### src/hw/rtl/shabs_pkg.sv
package shabs_pkg;

  // Input command codes
  localparam logic CMD_ABSORB = 1'b0;
  localparam logic CMD_FINISH = 1'b1;

  // Widths
  localparam int unsigned WordW    = 32;
  localparam int unsigned PendW    = 6;
  localparam int unsigned LenW     = 64;
  localparam int unsigned BlkCntW  = LenW - PendW - 3;
  localparam int unsigned NumHash  = 8;
  localparam int unsigned NumSched = 16;
  localparam int unsigned NumRound = 64;
  localparam int unsigned RoundW   = 6;

  // First byte of the padding
  localparam logic [7:0] PadMark = 8'h80;
  // First byte position that holds the bit length
  localparam logic [PendW-1:0] LenPos = 6'd56;

  localparam logic [WordW-1:0] HashIv [NumHash] = '{
    32'h6a09e667, 32'hbb67ae85, 32'h3c6ef372, 32'ha54ff53a,
    32'h510e527f, 32'h9b05688c, 32'h1f83d9ab, 32'h5be0cd19
  };

  localparam logic [WordW-1:0] RoundK [NumRound] = '{
    32'h428a2f98, 32'h71374491, 32'hb5c0fbcf, 32'he9b5dba5,
    32'h3956c25b, 32'h59f111f1, 32'h923f82a4, 32'hab1c5ed5,
    32'hd807aa98, 32'h12835b01, 32'h243185be, 32'h550c7dc3,
    32'h72be5d74, 32'h80deb1fe, 32'h9bdc06a7, 32'hc19bf174,
    32'he49b69c1, 32'hefbe4786, 32'h0fc19dc6, 32'h240ca1cc,
    32'h2de92c6f, 32'h4a7484aa, 32'h5cb0a9dc, 32'h76f988da,
    32'h983e5152, 32'ha831c66d, 32'hb00327c8, 32'hbf597fc7,
    32'hc6e00bf3, 32'hd5a79147, 32'h06ca6351, 32'h14292967,
    32'h27b70a85, 32'h2e1b2138, 32'h4d2c6dfc, 32'h53380d13,
    32'h650a7354, 32'h766a0abb, 32'h81c2c92e, 32'h92722c85,
    32'ha2bfe8a1, 32'ha81a664b, 32'hc24b8b70, 32'hc76c51a3,
    32'hd192e819, 32'hd6990624, 32'hf40e3585, 32'h106aa070,
    32'h19a4c116, 32'h1e376c08, 32'h2748774c, 32'h34b0bcb5,
    32'h391c0cb3, 32'h4ed8aa4a, 32'h5b9cca4f, 32'h682e6ff3,
    32'h748f82ee, 32'h78a5636f, 32'h84c87814, 32'h8cc70208,
    32'h90befffa, 32'ha4506ceb, 32'hbef9a3f7, 32'hc67178f2
  };

  // Input beat
  typedef struct packed {
    logic       command;
    logic [7:0] data_byte;
  } in_t;

  // Output beat
  typedef struct packed {
    logic [63:0] digest_bits_255_192;
    logic [63:0] digest_bits_191_128;
    logic [63:0] digest_bits_127_64;
    logic [63:0] digest_bits_63_0;
  } out_t;

  // Sequencer to compression core
  typedef struct packed {
    logic       push;
    logic       word_last;
    logic [7:0] push_byte;
    logic       start;
    logic       reinit;
  } core_ctrl_t;

  // Compression core to sequencer
  typedef struct packed {
    logic busy;
    logic done;
  } core_stat_t;

  function automatic logic [WordW-1:0] rotr(input logic [WordW-1:0] x, input int unsigned n);
    return (x >> n) | (x << (WordW - n));
  endfunction

endpackage

### src/hw/rtl/shabs_core.sv
module shabs_core
  import shabs_pkg::*;
(
  input  logic                       clk_i,
  input  logic                       rst_ni,
  input  core_ctrl_t                 ctrl_i,
  output core_stat_t                 stat_o,
  output logic [NumHash*WordW-1:0]   digest_o
);

  localparam logic [1:0] PH_IDLE  = 2'd0;
  localparam logic [1:0] PH_ROUND = 2'd1;
  localparam logic [1:0] PH_ADD   = 2'd2;

  logic [1:0]        phase_q, phase_d;
  logic [RoundW-1:0] rnd_q, rnd_d;
  logic [WordW-1:0]  h_q [NumHash];
  logic [WordW-1:0]  v_q [NumHash];
  logic [WordW-1:0]  w_q [NumSched];
  logic [23:0]       acc_q;

  logic [WordW-1:0] big_s0, big_s1, ch, maj, t1, t2;
  logic [WordW-1:0] sm_s0, sm_s1, w_new;

  // Round function on the working variables
  always_comb begin
    big_s1 = rotr(v_q[4], 6) ^ rotr(v_q[4], 11) ^ rotr(v_q[4], 25);
    ch     = (v_q[4] & v_q[5]) ^ (~v_q[4] & v_q[6]);
    t1     = v_q[7] + big_s1 + ch + RoundK[rnd_q] + w_q[0];
    big_s0 = rotr(v_q[0], 2) ^ rotr(v_q[0], 13) ^ rotr(v_q[0], 22);
    maj    = (v_q[0] & v_q[1]) ^ (v_q[0] & v_q[2]) ^ (v_q[1] & v_q[2]);
    t2     = big_s0 + maj;
  end

  // Next schedule word from the window
  always_comb begin
    sm_s0 = rotr(w_q[1], 7) ^ rotr(w_q[1], 18) ^ (w_q[1] >> 3);
    sm_s1 = rotr(w_q[14], 17) ^ rotr(w_q[14], 19) ^ (w_q[14] >> 10);
    w_new = sm_s1 + w_q[9] + sm_s0 + w_q[0];
  end

  // Sequence the rounds
  always_comb begin
    phase_d = phase_q;
    rnd_d   = rnd_q;
    unique case (phase_q)
      PH_IDLE: begin
        if (ctrl_i.start) begin
          phase_d = PH_ROUND;
          rnd_d   = '0;
        end
      end
      PH_ROUND: begin
        rnd_d = rnd_q + 1'b1;
        if (&rnd_q) begin
          phase_d = PH_ADD;
        end
      end
      PH_ADD:  phase_d = PH_IDLE;
      default: phase_d = PH_IDLE;
    endcase
  end

  always_ff @(posedge clk_i or negedge rst_ni) begin
    if (!rst_ni) begin
      phase_q <= PH_IDLE;
      rnd_q   <= '0;
    end else begin
      phase_q <= phase_d;
      rnd_q   <= rnd_d;
    end
  end

  // Chaining value: add the working variables, or load the initial value
  always_ff @(posedge clk_i or negedge rst_ni) begin
    if (!rst_ni) begin
      for (int i = 0; i < NumHash; i++) h_q[i] <= HashIv[i];
    end else if (ctrl_i.reinit) begin
      for (int i = 0; i < NumHash; i++) h_q[i] <= HashIv[i];
    end else if (phase_q == PH_ADD) begin
      for (int i = 0; i < NumHash; i++) h_q[i] <= h_q[i] + v_q[i];
    end
  end

  // Working variables: load at start, advance one round per cycle
  always_ff @(posedge clk_i) begin
    if (phase_q == PH_IDLE && ctrl_i.start) begin
      for (int i = 0; i < NumHash; i++) v_q[i] <= h_q[i];
    end else if (phase_q == PH_ROUND) begin
      v_q[0] <= t1 + t2;
      v_q[1] <= v_q[0];
      v_q[2] <= v_q[1];
      v_q[3] <= v_q[2];
      v_q[4] <= v_q[3] + t1;
      v_q[5] <= v_q[4];
      v_q[6] <= v_q[5];
      v_q[7] <= v_q[6];
    end
  end

  // Schedule window: filled by bytes, then slid by the rounds
  always_ff @(posedge clk_i) begin
    if (ctrl_i.push) begin
      acc_q <= {acc_q[15:0], ctrl_i.push_byte};
      if (ctrl_i.word_last) begin
        for (int i = 0; i < NumSched - 1; i++) w_q[i] <= w_q[i+1];
        w_q[NumSched-1] <= {acc_q, ctrl_i.push_byte};
      end
    end else if (phase_q == PH_ROUND) begin
      for (int i = 0; i < NumSched - 1; i++) w_q[i] <= w_q[i+1];
      w_q[NumSched-1] <= w_new;
    end
  end

  assign stat_o.busy = (phase_q != PH_IDLE);
  assign stat_o.done = (phase_q == PH_ADD);

  always_comb begin
    for (int i = 0; i < NumHash; i++) begin
      digest_o[(NumHash-1-i)*WordW +: WordW] = h_q[i];
    end
  end

  a_push_idle : assert property (@(posedge clk_i) disable iff (!rst_ni)
    ctrl_i.push |-> phase_q == PH_IDLE)
    else $error("byte pushed during compression");

  a_start_round : assert property (@(posedge clk_i) disable iff (!rst_ni)
    (phase_q == PH_IDLE && ctrl_i.start) |=> (phase_q == PH_ROUND && rnd_q == '0))
    else $error("start did not enter round zero");

  a_add_once : assert property (@(posedge clk_i) disable iff (!rst_ni)
    phase_q == PH_ADD |=> phase_q == PH_IDLE)
    else $error("add phase lasted more than one cycle");

endmodule

### src/hw/rtl/sha256_byte_stream_hash_unit.sv
// SHA-256 engine taking one message byte per input beat. Every 64th absorbed
// byte starts a compression of 64 rounds plus one chaining add, during which
// in_stall_o is high. A finish beat clocks the padding in one byte per cycle,
// then runs one compression (two when 56 or more bytes are pending), and
// loads the digest into the output register. The output register holds the
// digest while later bytes are absorbed; a second finish waits until it is
// taken.
module sha256_byte_stream_hash_unit
  import shabs_pkg::*;
(
  input  logic clk_i,
  input  logic rst_ni,
  input  logic in_valid_i,
  output logic in_stall_o,
  input  in_t  in_data_i,
  output logic out_valid_o,
  input  logic out_stall_i,
  output out_t out_data_o
);

  localparam logic [1:0] ST_IDLE = 2'd0;
  localparam logic [1:0] ST_PAD  = 2'd1;
  localparam logic [1:0] ST_WAIT = 2'd2;
  localparam logic [1:0] ST_EMIT = 2'd3;

  logic [1:0]         state_q, state_d;
  logic [PendW-1:0]   pend_q, pend_d;
  logic [BlkCntW-1:0] blk_cnt_q, blk_cnt_d;
  logic [LenW-1:0]    len_q, len_d;
  logic               fin_q, fin_d;
  logic               first_q, first_d;
  logic               last_blk_q, last_blk_d;
  logic               emit_q, emit_d;
  logic               out_valid_q, out_valid_d;
  out_t               out_q;
  logic               load_out;
  logic               in_acc;

  core_ctrl_t                 ctrl;
  core_stat_t                 stat;
  logic [NumHash*WordW-1:0]   digest;

  shabs_core u_core (
    .clk_i    (clk_i),
    .rst_ni   (rst_ni),
    .ctrl_i   (ctrl),
    .stat_o   (stat),
    .digest_o (digest)
  );

  assign in_stall_o = (state_q != ST_IDLE);
  assign in_acc     = in_valid_i && !in_stall_o;

  // Sequencer: absorb, pad, wait on compression, emit
  always_comb begin
    state_d        = state_q;
    pend_d         = pend_q;
    blk_cnt_d      = blk_cnt_q;
    len_d          = len_q;
    fin_d          = fin_q;
    first_d        = first_q;
    last_blk_d     = last_blk_q;
    emit_d         = emit_q;
    load_out       = 1'b0;
    ctrl.push      = 1'b0;
    ctrl.word_last = (pend_q[1:0] == 2'b11);
    ctrl.push_byte = in_data_i.data_byte;
    ctrl.start     = 1'b0;
    ctrl.reinit    = 1'b0;
    unique case (state_q)
      ST_IDLE: begin
        if (in_acc) begin
          if (in_data_i.command == CMD_ABSORB) begin
            ctrl.push = 1'b1;
            pend_d    = pend_q + 1'b1;
            if (&pend_q) begin
              ctrl.start = 1'b1;
              blk_cnt_d  = blk_cnt_q + 1'b1;
              fin_d      = 1'b0;
              state_d    = ST_WAIT;
            end
          end else begin
            len_d      = {blk_cnt_q, pend_q, 3'b000};
            fin_d      = 1'b1;
            first_d    = 1'b1;
            last_blk_d = (pend_q < LenPos);
            state_d    = ST_PAD;
          end
        end
      end
      ST_PAD: begin
        ctrl.push = 1'b1;
        first_d   = 1'b0;
        if (first_q) begin
          ctrl.push_byte = PadMark;
        end else if (last_blk_q && pend_q >= LenPos) begin
          ctrl.push_byte = len_q[LenW-1 -: 8];
          len_d          = {len_q[LenW-9:0], 8'h00};
        end else begin
          ctrl.push_byte = 8'h00;
        end
        pend_d = pend_q + 1'b1;
        if (&pend_q) begin
          ctrl.start = 1'b1;
          emit_d     = last_blk_q;
          last_blk_d = 1'b1;
          state_d    = ST_WAIT;
        end
      end
      ST_WAIT: begin
        if (stat.done) begin
          if (!fin_q) begin
            state_d = ST_IDLE;
          end else if (emit_q) begin
            state_d = ST_EMIT;
          end else begin
            state_d = ST_PAD;
          end
        end
      end
      ST_EMIT: begin
        if (!out_valid_q || !out_stall_i) begin
          load_out    = 1'b1;
          ctrl.reinit = 1'b1;
          blk_cnt_d   = '0;
          fin_d       = 1'b0;
          state_d     = ST_IDLE;
        end
      end
      default: state_d = ST_IDLE;
    endcase
  end

  // Output register: drop on take, reload on emit
  always_comb begin
    out_valid_d = out_valid_q;
    if (out_valid_q && !out_stall_i) out_valid_d = 1'b0;
    if (load_out) out_valid_d = 1'b1;
  end

  always_ff @(posedge clk_i or negedge rst_ni) begin
    if (!rst_ni) begin
      state_q     <= ST_IDLE;
      pend_q      <= '0;
      blk_cnt_q   <= '0;
      fin_q       <= 1'b0;
      first_q     <= 1'b0;
      last_blk_q  <= 1'b0;
      emit_q      <= 1'b0;
      out_valid_q <= 1'b0;
    end else begin
      state_q     <= state_d;
      pend_q      <= pend_d;
      blk_cnt_q   <= blk_cnt_d;
      fin_q       <= fin_d;
      first_q     <= first_d;
      last_blk_q  <= last_blk_d;
      emit_q      <= emit_d;
      out_valid_q <= out_valid_d;
    end
  end

  // Payload registers
  always_ff @(posedge clk_i) begin
    len_q <= len_d;
    if (load_out) begin
      out_q.digest_bits_255_192 <= digest[255:192];
      out_q.digest_bits_191_128 <= digest[191:128];
      out_q.digest_bits_127_64  <= digest[127:64];
      out_q.digest_bits_63_0    <= digest[63:0];
    end
  end

  assign out_valid_o = out_valid_q;
  assign out_data_o  = out_q;

  a_rise_from_emit : assert property (@(posedge clk_i) disable iff (!rst_ni)
    $rose(out_valid_q) |-> $past(state_q) == ST_EMIT)
    else $error("digest beat appeared outside emit");

  a_start_free : assert property (@(posedge clk_i) disable iff (!rst_ni)
    ctrl.start |-> !stat.busy)
    else $error("compression started while busy");

  a_emit_aligned : assert property (@(posedge clk_i) disable iff (!rst_ni)
    state_q == ST_EMIT |-> pend_q == '0)
    else $error("emit with bytes pending");

  a_done_in_wait : assert property (@(posedge clk_i) disable iff (!rst_ni)
    stat.done |-> state_q == ST_WAIT)
    else $error("compression finished outside wait");

endmodule

### config.mk
export PLATFORM = sky130hd
export DESIGN_NAME = sha256_byte_stream_hash_unit
export DESIGN_NICKNAME = d
export VERILOG_FILES = /design/src/hw/rtl/shabs_pkg.sv /design/src/hw/rtl/shabs_core.sv /design/src/hw/rtl/sha256_byte_stream_hash_unit.sv
export SDC_FILE = /design/constraint.sdc
export NUM_CORES = 2
export LEC_CHECK = 0
export ABC_AREA = 1
export BUFFER_PORTS_ARGS = -buffer_cell sky130_fd_sc_hd__clkbuf_2
export CAP_MARGIN = 0
export CORE_AREA = 8 8 364 437
export DETAILED_ROUTE_END_ITERATION = 7
export DIE_AREA = 0 0 372 445
export HOLD_SLACK_MARGIN = 0.03
export PLACE_DENSITY = 0.68
export SYNTH_ARGS = -nofsm -noshare
export SYNTH_HDL_FRONTEND = slang
export SYNTH_SLANG_ARGS = --single-unit
export TNS_END_PERCENT = 5
### constraint.sdc
create_clock -name clk_i -period 81 [get_ports clk_i]
set_clock_uncertainty 0.05 [all_clocks]
set_input_delay 8.1 -clock clk_i [delete_from_list [all_inputs] [get_ports clk_i]]
set_output_delay 8.1 -clock clk_i [all_outputs]
set_load 0.1 [all_outputs]
==> impl_metrics.yaml <==
critical_path:
  worstSetupPathType: "primary input to flop"
  cp.arrival_ns: 11.77
  startpoint_type: "primary input"
  worstRegToRegCells: 37
  r2r_setup_slack_ns: 70.47
  critical_path.max_fanout: 68
  crit_required_ns: 81.39
  endpoint_kind: "flop"
  reg2reg_to: "u_core.v_q[0][26]"
  r2r_start: "u_core.rnd_q[1]"
sta:
  setup_viol: 0
  fin_crit_sh_pct: 14.05
  slew_headroom_pct: 19.98
  hold_viol_final: 0
  slew_violations: 0
  tns_ns: 0
  fmax_mhz: 87.88
  worst_pin_slew_ns: 1.188
  min_period_ns: 11.38
  rsz0062_at_grt: "false"
global_routing:
  grt_pass1_wl_um: 421900
  grt_start_max_net_pins: 226
  grt_pass1_vias: 64390
  antenna_found_initial: 8
  grtUsageTotal_pct: 34.34
  grt_overflow: 0
placed_design:
  gp_congestion: 0.9916
  numPortBuffers: 270
  dpl.hpwl_um: 223900
  dpl_cell_area_mm2: 0.08631
final_layout:
  final_area_mm2: 0.09138
  seqCellArea_mm2: 0.04178
  final_nets: 9655
  final_layout_size_suffix_gt1_share_pct: 8.546
  nFillCells: 12990
  final_cell_mix: "1803 x nand2_1, 1197 x inv_1, 1109 x edfxtp_1, 759 x o21ai_0, 602 x a21oi_1"
  final_common_cell: "nand2_1"
  synthToLayoutAreaGrowth_pct: 10.33
  multiInputGateArea_mm2: 0.03568
synth:
  syn_inst: 8799
  netlist.area_leader.share_pct: 40.21
  synth.top_cells.by_area: "edfxtp_1 40%, nand2_1 8.2%, ha_1 6.0%"
  yosysUniqueCellTypes: 63
  async_reset_ff_share_pct: 23.04
  yosysWarnings: 0
  synth_area_per_cell_um2: 9.413
  netlist_area_mm2: 0.08283
  ys_seq_area_share_pct: 50.44
  synth_ff_type: "edfxtp_1"
  yosys.area.top_type: "edfxtp_1"
  synth_nets: 9404
  synth_edf_count: 1109
  ys_ff_latch: 1441
routing:
  firstDrtPassIters: 7
  via_per_inst: 5.928
  route.detailed.drc: 0
  wirelength_um: 289500
  wl_per_cell_um: 25.93
  ant_nets: 0
  drtIter0Drc: 7337
  num_vias: 66180
floorplanning:
  core_mm2: 0.1518
  fp-row-count: 157
  initial_core_util_pct: 54.55
  chipWidth_um: 372
  dieArea_mm2: 0.1655
  boundaryPins: 271
  die_h_um: 445
clock_network:
  postCtsSetupBuffers: 0
  path_clk_slew_ns: 0.07
  clkLatencyLatePin_ns: 0.84
  clock-sinks: 1441
  clockBufferDepth: 3
  cts-buffers-inserted: 145
  cts_hold_buf: 0
  cts_resized: 0
  cts_root_buf: "clkbuf_16"
  cts_tree: "built"
  htree_levels: 4
worst_hold_path:
  min-delay-start: "u_core.w_q[15][10]"
  hold_end: "u_core.w_q[14][10]"
  worstHoldPathType: "flop to flop"
  holdPathStages: 0
run:
  maxCapViolCount: 0
status:
  status: "finished clean"
[flip-flops by register name, summed over array words and instances (netlist names)]
| register | flops |
|---|---|
| last_blk_q | 1 |
| out_data_o | 256 |
| u_core.rnd_q | 6 |
| u_core.digest_o | 256 |
| pend_q | 6 |
| state_q | 2 |
| emit_q | 1 |
| blk_cnt_q | 55 |
| u_core.w_q | 512 |
| len_q | 61 |
| first_q | 1 |
| u_core.v_q | 256 |
| u_core.phase_q | 2 |
| u_core.acc_q | 24 |
| fin_q | 1 |
| out_valid_o | 1 |
[worst max path at each step]
stage	depth (start not counted)	slack [ns]	from	to
after global placement	10	68.85	in_data_i[8]	u_core.w_q[9][24]
after floorplan	4	34.30	in_data_i[8]	u_core.w_q[0][0]
final	9	69.62	in_data_i[8]	u_core.v_q[7][23]
after detailed placement	10	68.78	in_data_i[8]	u_core.w_q[4][2]
after global routing	10	69.35	in_data_i[8]	u_core.w_q[10][7]
after CTS	10	69.64	in_data_i[8]	u_core.w_q[10][26]
[metal layers]
metal | vias up | wire, um | global-route usage, % | share of wire, %
li1 | 30350 | - | - | -
met1 | 31930 | 114100 | 44.54 | 39
met2 | 3181 | 131300 | 54.44 | 45
met3 | 719 | 23830 | 5.978 | 8.2
met4 | 4 | 20250 | 19.72 | 7.0
met5 | - | 27 | 0 | 0.0093
[layout make-up]
type                       count  share of cell area, %
sequential                  1441                  45.72
multi-input combinational   5927                  39.05
inverter                    1208                  4.976
clock buffer                 174                  4.123
tap                         1987                  2.721
timing repair buffer         327                  1.985
clock inverter                97                  1.414
antenna                        4                0.01095
[per-stage QoR]
stage / instances / worst slack, ns / hold slack [ns] / util (%)
4_1_cts: 11160 / 69.64 / 0.3610 / 60.17
6_report: 11170 / 69.62 / 0.3588 / 60.18
3_5_place_dp: 10890 / 68.78 / 0.3545 / 56.84
5_1_grt: 11160 / 69.35 / 0.3683 / 60.17
3_3_place_gp: 10890 / 68.85 / 0.3502 / 56.84
2_1_floorplan: 8799 / 34.30 / 0.3503 / -
[critical path, stage by stage]
cell,delay (ns)
clkbuf_2,0.09
nor2_1,0.14
o21ai_1,0.18
inv_1,0.11
buf_4,0.36
nand2_4,0.39
nand2_4,0.69
buf_4,0.92
buf_4,0.63
[logic make-up after synthesis]
group / count (synthesis) / share of synthesized area [%]
flops: 1441 / 50.44
fa+ha+maj: 593 / 10.72
compound gates: 1851 / 12.51
mux: 28 / 0.3414
xor+xnor: 400 / 4.230
simple gates: 3055 / 15.21
buf+inv: 1431 / 6.552
[cell usage after synthesis, types with 27 or more instances]
cell type	n
o21a_1	33
xor2_1	235
o21bai_1	65
a31oi_1	57
nor2_1	603
o22ai_1	116
ha_1	397
o221ai_1	27
nor4_1	31
o21ai_0	760
nand3_1	341
xnor2_1	165
a21o_1	48
dfrtp_1	196
inv_1	1200
fa_1	195
dfstp_2	136
a21oi_1	602
nor3_1	109
nand2_1	1806
or2_2	38
edfxtp_1	1109
nand4_1	79
buf_2	38
clkbuf_1	168
Power is left out: the tool's default activity adds up to more than one toggle a clock period on the data nets, which glitch-free logic cannot reach.
